--- src/hdl/brhid_pkg.sv ---
// Shared types and constants for the button and rotary HID event block
package brhid_pkg;

    localparam int TIME_W      = 32;
    localparam int CFG_W       = 16;
    localparam int LEVEL_W     = 8;
    localparam int SAMPLE_W    = 16;
    localparam int KEY_INDEX_W = 3;
    localparam int CFG_INDEX_W = 3;

    localparam logic [CFG_W-1:0]    DEBOUNCE_RST  = 16'd100;
    localparam logic [CFG_W-1:0]    HOLDOFF_RST   = 16'd150;
    localparam logic [CFG_W-1:0]    STEP_RST      = 16'd3000;
    localparam logic [CFG_W-1:0]    WRAP_RST      = 16'd15000;
    localparam logic [CFG_W-1:0]    BLINK_RST     = 16'd100;
    localparam logic [LEVEL_W-1:0]  RELEASE_RST   = 8'd10;
    localparam logic [LEVEL_W-1:0]  LED_ON_RST    = 8'd64;
    localparam logic [SAMPLE_W-1:0] NO_REFERENCE  = 16'h8000;

    typedef enum logic [CFG_INDEX_W-1:0] {
        REG_DEBOUNCE = 3'd0,
        REG_HOLDOFF  = 3'd1,
        REG_STEP     = 3'd2,
        REG_WRAP     = 3'd3,
        REG_BLINK    = 3'd4,
        REG_RELEASE  = 3'd5,
        REG_LED_ON   = 3'd6
    } cfg_reg_t;

    typedef struct packed {
        logic                   hit;
        logic [KEY_INDEX_W-1:0] index;
    } edge_pick_t;

    typedef struct packed {
        logic fire;
        logic down;
    } scroll_evt_t;

    typedef struct packed {
        logic                   key_release;
        logic                   key_press;
        logic [KEY_INDEX_W-1:0] key_index;
        logic                   scroll;
        logic                   scroll_minus;
        logic [LEVEL_W-1:0]     led_level;
    } result_t;

endpackage

--- src/hdl/brhid_lane.sv ---
// Per-button lane: held history, debounce timer and rising edge acceptance
module brhid_lane
    import brhid_pkg::*;
(
    input  logic              clk,
    input  logic              rst_n,
    input  logic              step,
    input  logic [TIME_W-1:0] now_ms,
    input  logic              is_held,
    input  logic [CFG_W-1:0]  gap_ms,
    output logic              accept
);

    logic              was_held_reg;
    logic              was_held_next;
    logic [TIME_W-1:0] last_accept_reg;
    logic [TIME_W-1:0] last_accept_next;
    logic [TIME_W-1:0] elapsed;

    assign elapsed = now_ms - last_accept_reg;
    assign accept  = is_held && !was_held_reg
                     && (elapsed > {{(TIME_W-CFG_W){1'b0}}, gap_ms});

    always_comb
    begin
        was_held_next    = was_held_reg;
        last_accept_next = last_accept_reg;
        if (step)
        begin
            was_held_next = is_held;
            if (accept)
            begin
                last_accept_next = now_ms;
            end
        end
    end

    always_ff @(posedge clk or negedge rst_n)
    begin
        if (!rst_n)
        begin
            was_held_reg    <= 1'b0;
            last_accept_reg <= '0;
        end
        else
        begin
            was_held_reg    <= was_held_next;
            last_accept_reg <= last_accept_next;
        end
    end

endmodule

--- src/hdl/brhid_merge.sv ---
// Merge stage: pick the lowest-indexed accepted rising edge across lanes
module brhid_merge
    import brhid_pkg::*;
#(
    parameter int BUTTON_COUNT = 6
)
(
    input  logic [BUTTON_COUNT-1:0] accept,
    output edge_pick_t              pick
);

    always_comb
    begin
        pick.hit   = 1'b0;
        pick.index = '0;
        for (int i = BUTTON_COUNT - 1; i >= 0; i--)
        begin
            if (accept[i])
            begin
                pick.hit   = 1'b1;
                pick.index = KEY_INDEX_W'(i);
            end
        end
    end

endmodule

--- src/hdl/brhid_scroll.sv ---
// Encoder sample tracking and scroll step detection with hold-off
module brhid_scroll
    import brhid_pkg::*;
(
    input  logic                clk,
    input  logic                rst_n,
    input  logic                step,
    input  logic [TIME_W-1:0]   now_ms,
    input  logic [SAMPLE_W-1:0] sample,
    input  logic                host_ready,
    input  logic [CFG_W-1:0]    scroll_holdoff_ms,
    input  logic [CFG_W-1:0]    step_threshold,
    input  logic [CFG_W-1:0]    wrap_threshold,
    output scroll_evt_t         evt
);

    logic [SAMPLE_W-1:0] ref_reg;
    logic [SAMPLE_W-1:0] ref_next;
    logic [TIME_W-1:0]   last_scroll_reg;
    logic [TIME_W-1:0]   last_scroll_next;
    logic [SAMPLE_W:0]   diff_up;
    logic [SAMPLE_W:0]   diff_dn;
    logic                negative;
    logic [SAMPLE_W:0]   mag;
    logic                holdoff_done;
    logic                past_wrap;
    logic                past_step;
    logic                fire;
    logic                down;

    assign diff_up      = {sample[SAMPLE_W-1], sample} - {ref_reg[SAMPLE_W-1], ref_reg};
    assign diff_dn      = {ref_reg[SAMPLE_W-1], ref_reg} - {sample[SAMPLE_W-1], sample};
    assign negative     = diff_up[SAMPLE_W];
    assign mag          = negative ? diff_dn : diff_up;
    assign holdoff_done = (now_ms - last_scroll_reg) > {{(TIME_W-CFG_W){1'b0}}, scroll_holdoff_ms};
    assign past_wrap    = mag > {1'b0, wrap_threshold};
    assign past_step    = mag > {1'b0, step_threshold};
    assign fire         = step && (ref_reg != NO_REFERENCE) && holdoff_done
                          && (past_wrap || past_step);
    assign down         = past_wrap ? negative : !negative;

    assign evt.fire = fire && host_ready;
    assign evt.down = fire && host_ready && down;

    always_comb
    begin
        ref_next         = ref_reg;
        last_scroll_next = last_scroll_reg;
        if (step && (ref_reg == NO_REFERENCE))
        begin
            ref_next = sample;
        end
        else if (fire)
        begin
            ref_next         = sample;
            last_scroll_next = now_ms;
        end
    end

    always_ff @(posedge clk or negedge rst_n)
    begin
        if (!rst_n)
        begin
            ref_reg         <= NO_REFERENCE;
            last_scroll_reg <= '0;
        end
        else
        begin
            ref_reg         <= ref_next;
            last_scroll_reg <= last_scroll_next;
        end
    end

endmodule

--- src/hdl/button_and_rotary_hid_events.sv ---
// Top level: button lanes, tap and LED control, scroll unit, output buffer
//
//  channel | signals                        | direction
//  --------+--------------------------------+----------
//  in      | in_valid/in_ready + poll fields| into block
//  out     | out_valid/out_ready + results  | out of block
//  cfg     | cfg_valid/cfg_ready, index/data| into block
//
// One poll is taken per cycle while in_ready is high. Lanes, merge and scroll
// unit form its result combinationally; it goes to the output register, or to
// the skid entry while that is still held. Reset restores the register
// defaults and clears all history. A two-entry output buffer keeps in_ready
// high while one result waits; in_ready drops only when both are occupied.
module button_and_rotary_hid_events
    import brhid_pkg::*;
#(
    parameter int BUTTON_COUNT = 6
)
(
    input  logic                    clk,
    input  logic                    rst_n,

    input  logic                    in_valid,
    output logic                    in_ready,
    input  logic [TIME_W-1:0]       now_ms,
    input  logic [BUTTON_COUNT-1:0] pressed_mask,
    input  logic                    mounted,
    input  logic                    host_ready,
    input  logic                    sample_valid,
    input  logic signed [SAMPLE_W-1:0] sample,

    output logic                    out_valid,
    input  logic                    out_ready,
    output logic                    key_release,
    output logic                    key_press,
    output logic [KEY_INDEX_W-1:0]  key_index,
    output logic                    scroll,
    output logic                    scroll_minus,
    output logic [LEVEL_W-1:0]      led_level,

    input  logic                    cfg_valid,
    output logic                    cfg_ready,
    input  logic [CFG_INDEX_W-1:0]  cfg_index,
    input  logic [CFG_W-1:0]        cfg_data
);

    logic [CFG_W-1:0]   debounce_reg;
    logic [CFG_W-1:0]   holdoff_reg;
    logic [CFG_W-1:0]   step_reg;
    logic [CFG_W-1:0]   wrap_reg;
    logic [CFG_W-1:0]   blink_reg;
    logic [LEVEL_W-1:0] release_delay_reg;
    logic [LEVEL_W-1:0] led_on_reg;

    logic               tap_pending_reg;
    logic               tap_pending_next;
    logic [TIME_W-1:0]  release_at_reg;
    logic [TIME_W-1:0]  release_at_next;
    logic               led_lit_reg;
    logic               led_lit_next;
    logic [TIME_W-1:0]  last_blink_reg;
    logic [TIME_W-1:0]  last_blink_next;

    result_t            out_res_reg;
    logic               out_valid_reg;
    result_t            skid_res_reg;
    logic               skid_valid_reg;

    logic                    in_fire;
    logic                    out_fire;
    logic                    lane_step;
    logic [BUTTON_COUNT-1:0] accept;
    edge_pick_t              pick;
    scroll_evt_t             scroll_evt;
    logic [TIME_W-1:0]       release_wait;
    logic                    rel_now;
    logic                    pend_after;
    logic                    press_now;
    logic                    blink_due;
    result_t                 res;

    assign cfg_ready = 1'b1;
    assign in_ready  = !skid_valid_reg;
    assign in_fire   = in_valid && in_ready;
    assign out_fire  = out_valid_reg && out_ready;
    assign lane_step = in_fire && mounted;

    // Configuration registers
    always_ff @(posedge clk or negedge rst_n)
    begin
        if (!rst_n)
        begin
            debounce_reg      <= DEBOUNCE_RST;
            holdoff_reg       <= HOLDOFF_RST;
            step_reg          <= STEP_RST;
            wrap_reg          <= WRAP_RST;
            blink_reg         <= BLINK_RST;
            release_delay_reg <= RELEASE_RST;
            led_on_reg        <= LED_ON_RST;
        end
        else if (cfg_valid && cfg_ready)
        begin
            case (cfg_index)
                REG_DEBOUNCE: debounce_reg      <= cfg_data;
                REG_HOLDOFF:  holdoff_reg       <= cfg_data;
                REG_STEP:     step_reg          <= cfg_data;
                REG_WRAP:     wrap_reg          <= cfg_data;
                REG_BLINK:    blink_reg         <= cfg_data;
                REG_RELEASE:  release_delay_reg <= cfg_data[LEVEL_W-1:0];
                REG_LED_ON:   led_on_reg        <= cfg_data[LEVEL_W-1:0];
                default:      ;
            endcase
        end
    end

    // Button lanes
    for (genvar g = 0; g < BUTTON_COUNT; g++)
    begin : g_lane
        brhid_lane u_lane (
            .clk         (clk),
            .rst_n       (rst_n),
            .step        (lane_step),
            .now_ms      (now_ms),
            .is_held     (pressed_mask[g]),
            .gap_ms      (debounce_reg),
            .accept      (accept[g])
        );
    end

    brhid_merge #(
        .BUTTON_COUNT (BUTTON_COUNT)
    ) u_merge (
        .accept (accept),
        .pick   (pick)
    );

    brhid_scroll u_scroll (
        .clk               (clk),
        .rst_n             (rst_n),
        .step              (lane_step && sample_valid),
        .now_ms            (now_ms),
        .sample            (sample),
        .host_ready        (host_ready),
        .scroll_holdoff_ms (holdoff_reg),
        .step_threshold    (step_reg),
        .wrap_threshold    (wrap_reg),
        .evt               (scroll_evt)
    );

    // Tap release, new tap, LED blink
    assign release_wait = now_ms - release_at_reg;
    assign rel_now      = tap_pending_reg && !release_wait[TIME_W-1] && host_ready;
    assign pend_after   = tap_pending_reg && !rel_now;
    assign press_now    = mounted && pick.hit && host_ready && !pend_after;
    assign blink_due    = mounted
                          && ((now_ms - last_blink_reg) > {{(TIME_W-CFG_W){1'b0}}, blink_reg});

    always_comb
    begin
        tap_pending_next = pend_after || press_now;
        release_at_next  = release_at_reg;
        if (press_now)
        begin
            release_at_next = now_ms + {{(TIME_W-LEVEL_W){1'b0}}, release_delay_reg};
        end
        led_lit_next    = led_lit_reg;
        last_blink_next = last_blink_reg;
        if (blink_due)
        begin
            led_lit_next    = (|pressed_mask) ? !led_lit_reg : 1'b1;
            last_blink_next = now_ms;
        end
    end

    always_comb
    begin
        res.key_release  = rel_now;
        res.key_press    = press_now;
        res.key_index    = press_now ? pick.index : '0;
        res.scroll       = mounted && scroll_evt.fire;
        res.scroll_minus = mounted && scroll_evt.down;
        res.led_level    = led_lit_next ? led_on_reg : '0;
    end

    always_ff @(posedge clk or negedge rst_n)
    begin
        if (!rst_n)
        begin
            tap_pending_reg <= 1'b0;
            release_at_reg  <= '0;
            led_lit_reg     <= 1'b1;
            last_blink_reg  <= '0;
        end
        else if (in_fire)
        begin
            tap_pending_reg <= tap_pending_next;
            release_at_reg  <= release_at_next;
            led_lit_reg     <= led_lit_next;
            last_blink_reg  <= last_blink_next;
        end
    end

    // Output register with skid entry
    always_ff @(posedge clk or negedge rst_n)
    begin
        if (!rst_n)
        begin
            out_valid_reg  <= 1'b0;
            skid_valid_reg <= 1'b0;
        end
        else
        begin
            if (in_fire)
            begin
                if (!out_valid_reg || out_fire)
                begin
                    out_valid_reg <= 1'b1;
                end
                else
                begin
                    skid_valid_reg <= 1'b1;
                end
            end
            else if (out_fire)
            begin
                out_valid_reg  <= skid_valid_reg;
                skid_valid_reg <= 1'b0;
            end
        end
    end

    always_ff @(posedge clk)
    begin
        if (in_fire)
        begin
            if (!out_valid_reg || out_fire)
            begin
                out_res_reg <= res;
            end
            else
            begin
                skid_res_reg <= res;
            end
        end
        else if (out_fire && skid_valid_reg)
        begin
            out_res_reg <= skid_res_reg;
        end
    end

    assign out_valid    = out_valid_reg;
    assign key_release  = out_res_reg.key_release;
    assign key_press    = out_res_reg.key_press;
    assign key_index    = out_res_reg.key_index;
    assign scroll       = out_res_reg.scroll;
    assign scroll_minus = out_res_reg.scroll_minus;
    assign led_level    = out_res_reg.led_level;

`ifndef SYNTHESIS
    skid_needs_out: assert property (@(posedge clk) disable iff (!rst_n)
        skid_valid_reg |-> out_valid_reg)
        else $error("skid entry held while output register empty");

    down_needs_scroll: assert property (@(posedge clk) disable iff (!rst_n)
        out_valid_reg |-> (out_res_reg.scroll || !out_res_reg.scroll_minus))
        else $error("scroll direction set without scroll step");

    press_sets_pending: assert property (@(posedge clk) disable iff (!rst_n)
        (in_fire && press_now) |=> tap_pending_reg)
        else $error("tap sent but not left pending");

    release_clears_pending: assert property (@(posedge clk) disable iff (!rst_n)
        (in_fire && rel_now && !press_now) |=> !tap_pending_reg)
        else $error("tap released but still pending");
`endif

endmodule
--- config.mk ---
export PLATFORM = sky130hd
export DESIGN_NAME = button_and_rotary_hid_events
export DESIGN_NICKNAME = d
export VERILOG_FILES = /design/src/hdl/brhid_pkg.sv /design/src/hdl/brhid_lane.sv /design/src/hdl/brhid_merge.sv /design/src/hdl/brhid_scroll.sv /design/src/hdl/button_and_rotary_hid_events.sv
export SDC_FILE = /design/constraint.sdc
export NUM_CORES = 2
export LEC_CHECK = 0
export ABC_AREA = 1
export BUFFER_PORTS_ARGS = -buffer_cell sky130_fd_sc_hd__buf_2
export CORE_MARGIN = 2
export CORE_UTILIZATION = 40
export DETAILED_ROUTE_END_ITERATION = 10
export PLACE_DENSITY_LB_ADDON = 0.3
export SETUP_SLACK_MARGIN = 0.05
export SYNTH_ARGS = -nofsm -noshare
export SYNTH_HDL_FRONTEND = slang
export SYNTH_SLANG_ARGS = --single-unit
--- constraint.sdc ---
create_clock -name clk -period 6 [get_ports clk]
set_input_delay 1.2 -clock clk [delete_from_list [all_inputs] [get_ports clk]]
set_output_delay 1.2 -clock clk [all_outputs]
set_load 0.005 [all_outputs]
==> impl_metrics.toml <==
[setup_path]
required_ns = 6.60
cp-end-kind = "flip-flop"
crit_family = "simple AND/OR/NAND/NOR gates"
crit_top_cell = "nand2_1"
cp-start-kind = "primary input"
crit_arrival_ns = 5.89
path_max_fanout = 32
path_class = "primary input to flip-flop"
critical_path_buf_inv_count = 2
crit_slowest_cell = "nor2_4"
slowest_delay_ns = 0.64

[global_route]
overflow = 0
grt_pass1_wl_mm = 225
antenna_found_initial = 4
grt_max_degree = 121
grt_util_all_layers_pct = 26.9
grt_pass1_vias = 39600

[pwr]
peakVddDrop_uv = 377
switching_share_pct = 50.8
internal_power_mw = 12.5
power.share.sequential_pct = 18.7
p_leak_nw = 25.9
combPwrFrac_pct = 67.1
p_sw_mw = 12.9
power_mw = 25.5
cellPowerDensity_nw_per_um2 = 541
p_clk_share_pct = 14.2

[sta]
maxSlewViolCount = 0
skew_ns = 0.0383
fin_tns_setup_ns = 0
worst_slack_ns = 0.708
finalCritPeriodShare_pct = 88.2
hold_violations = 0
tightestPinTransition_ns = 1.10
max_slew_margin_pct = 26.7
setup_viol = 0
rsz0062_at_grt = "false"
period_minus_slack_ns = 5.29
fmax_mhz = 189

[logic_synthesis]
ys_ff_latch = 440
synthDistinctLibCells = 66
yosys-top-cells-area = "dfrtp_1 23%, nand2_1 19%, ha_1 14%"
synth.avg_cell_area_um2 = 6.43
async_reset_ff_share_pct = 93.2
netlist_area_um2 = 42200
synth_edf_count = 30
synth_top_area_share_pct = 22.6
synth_top_cell_by_area = "dfrtp_1"
ys_seq_area_share_pct = 26.6
synth_ff_type = "dfrtp_1"
yosys_warnings = 0
synthCells = 6562
syn_nets = 7132

[finish]
final_core_util_pct = 44.9
fillCellCount = 11100
largest_reg_flops = 192
fin_nets = 7313
drive_gt1_share_pct = 6.25
syn_to_final_growth_pct = 11.7
finalNonFillerCells = 8182

[placed_design]
dpl.cell_count = 8078
portBuffers = 97
finalWeightedCongestion = 0.973
hpwl_mm = 114
place_ws_ns = 0.0770

[clock_tree]
cts.reportedPaths.clkPinSlew_ns = 0.06
cts_setup_buffers = 0
numCtsBuffers = 54
cts.sinks = 440
tritoncts = "built"
cts_max_path_buffers = 3
postCtsHoldBufs = 0
cts_max_level = 2
cts-resized-gates = 0
clk_latency_ns = 0.68
root_buffer = "clkbuf_16"

[die]
die_x_um = 329
ios = 99
core_area_um2 = 105000
fp.dieArea_um2 = 108000
rows = 119
initial_utilization_pct = 40.2
die_h_um = 329

[routing]
dr.first_iter.drc_count = 3172
vias_per_cell = 5.08
ant_nets = 0
vias = 41600
first_pass_iters = 9
finalWirelength_mm = 145
drc = 0
wl_per_cell_um = 17.8

[min_path]
hp-class = "primary input to asynchronous set/reset pin"

[outcome]
status = "finished, final reports clean"

[job]
max-cap-violations = 0
## final cells by class
type	count	area (um2)	area share, %
well taps	1391	1740	3.69
inverters	1225	4600	9.76
clock inverters	33	448	0.951
diodes	2	5.00	0.0106
multi-input cells	4788	25900	54.9
repair buffers	234	1810	3.85
flip-flops and latches	440	11200	23.8
clock buffers	69	1460	3.09
## cell usage in the layout, fill, tap and decap left out, drive strengths merged, types with 69 or more instances in the layout
| master | instances |
|---|---|
| nor2 | 479 |
| nand4 | 80 |
| a21oi | 352 |
| o21ai | 480 |
| nand2 | 2192 |
| inv | 1230 |
| ha | 478 |
| dfrtp | 381 |
| nand3 | 292 |
| clkbuf | 69 |
| buf | 234 |
| xor2 | 157 |
## logic make-up (layout without fill, tap and decap cells)
| logic type | count (synthesis) | after routing | synth area share (%) |
|---|---|---|---|
| xor+xnor | 185 | 185 | 3.84 |
| fa+ha+maj | 489 | 489 | 14.7 |
| flops | 440 | 440 | 26.6 |
| compound gates | 944 | 944 | 12.0 |
| other cells | 1 | 3 | 0.00889 |
| simple gates | 3164 | 3164 | 30.6 |
| buf+inv | 1334 | 1561 | 12.2 |
| mux | 5 | 5 | 0.119 |
## power groups by stage
stage / logic (mW) / clock network [mW] / registers (mW)
2_1_floorplan: 12.3 / 0 / 4.64
3_3_place_gp: 16.6 / 0 / 4.77
3_5_place_dp: 16.8 / 0 / 4.79
4_1_cts: 17.0 / 3.68 / 4.76
5_1_grt: 19.5 / 3.79 / 4.90
6_report: 17.1 / 3.61 / 4.76
## per-stage QoR
stage                     area (um2)  hold WS, ns
final                          47100        0.466
after global routing           47100        0.499
after CTS                      47100        0.475
after detailed placement       45200        0.465
after global placement         45200        0.464
after floorplan                42200        0.449
## synthesized netlist by cell type, types with 5 or more instances
library cell and count:
a211oi_1 5, a21boi_0 7, a21o_1 25, a21oi_1 350, a31oi_1 8, and2_1 8, buf_2 21, buf_4 7
buf_6 11, clkbuf_1 69, dfrtp_1 381, dfstp_2 29, edfxtp_1 30, fa_1 11, ha_1 478, inv_1 1220
mux2i_1 5, nand2_1 2175, nand2_2 16, nand3_1 283, nand3_2 9, nand3b_1 25, nand4_1 79, nor2_1 457
nor2_2 18, nor3_1 58, nor4_1 10, o211ai_1 5, o21a_1 16, o21ai_0 454, o21ai_1 23, o21bai_1 22
o221ai_1 5, o31ai_1 5, xnor2_1 28, xor2_1 157
## worst paths after layout
| path | startpoint | endpoint | slack (ns) | cells after the start |
|---|---|---|---|---|
| worst max-delay path | now_ms[6] | release_at_reg[4] | 0.71 | 30 |
| worst min-delay path | rst_n | g_lane[3].u_lane.last_accept_reg[25] | 0.47 | 1 |
| worst max register to register | u_scroll.ref_reg[0] | u_scroll.ref_reg[8] | 1.08 | 29 |
| worst min register to register | release_at_reg[6] | release_at_reg[6] | 0.48 | 2 |
| max in group asynchronous | rst_n | g_lane[0].u_lane.last_accept_reg[26] | 4.33 | 2 |
| min in group clk | release_at_reg[6] | release_at_reg[6] | 0.48 | 2 |
## routing by layer
| metal | routed length (um) | vias up | share of wire [%] | global-route usage [%] |
|---|---|---|---|---|
| met5 | 36 | - | 0.025 | 0 |
| met4 | 6040 | 6 | 4.2 | 10.3 |
| met3 | 8580 | 232 | 5.9 | 3.08 |
| met2 | 66200 | 1154 | 46 | 45.1 |
| met1 | 64500 | 19100 | 44 | 35.3 |
| li1 | - | 21000 | - | - |
(Power assumes the default switching activity.)
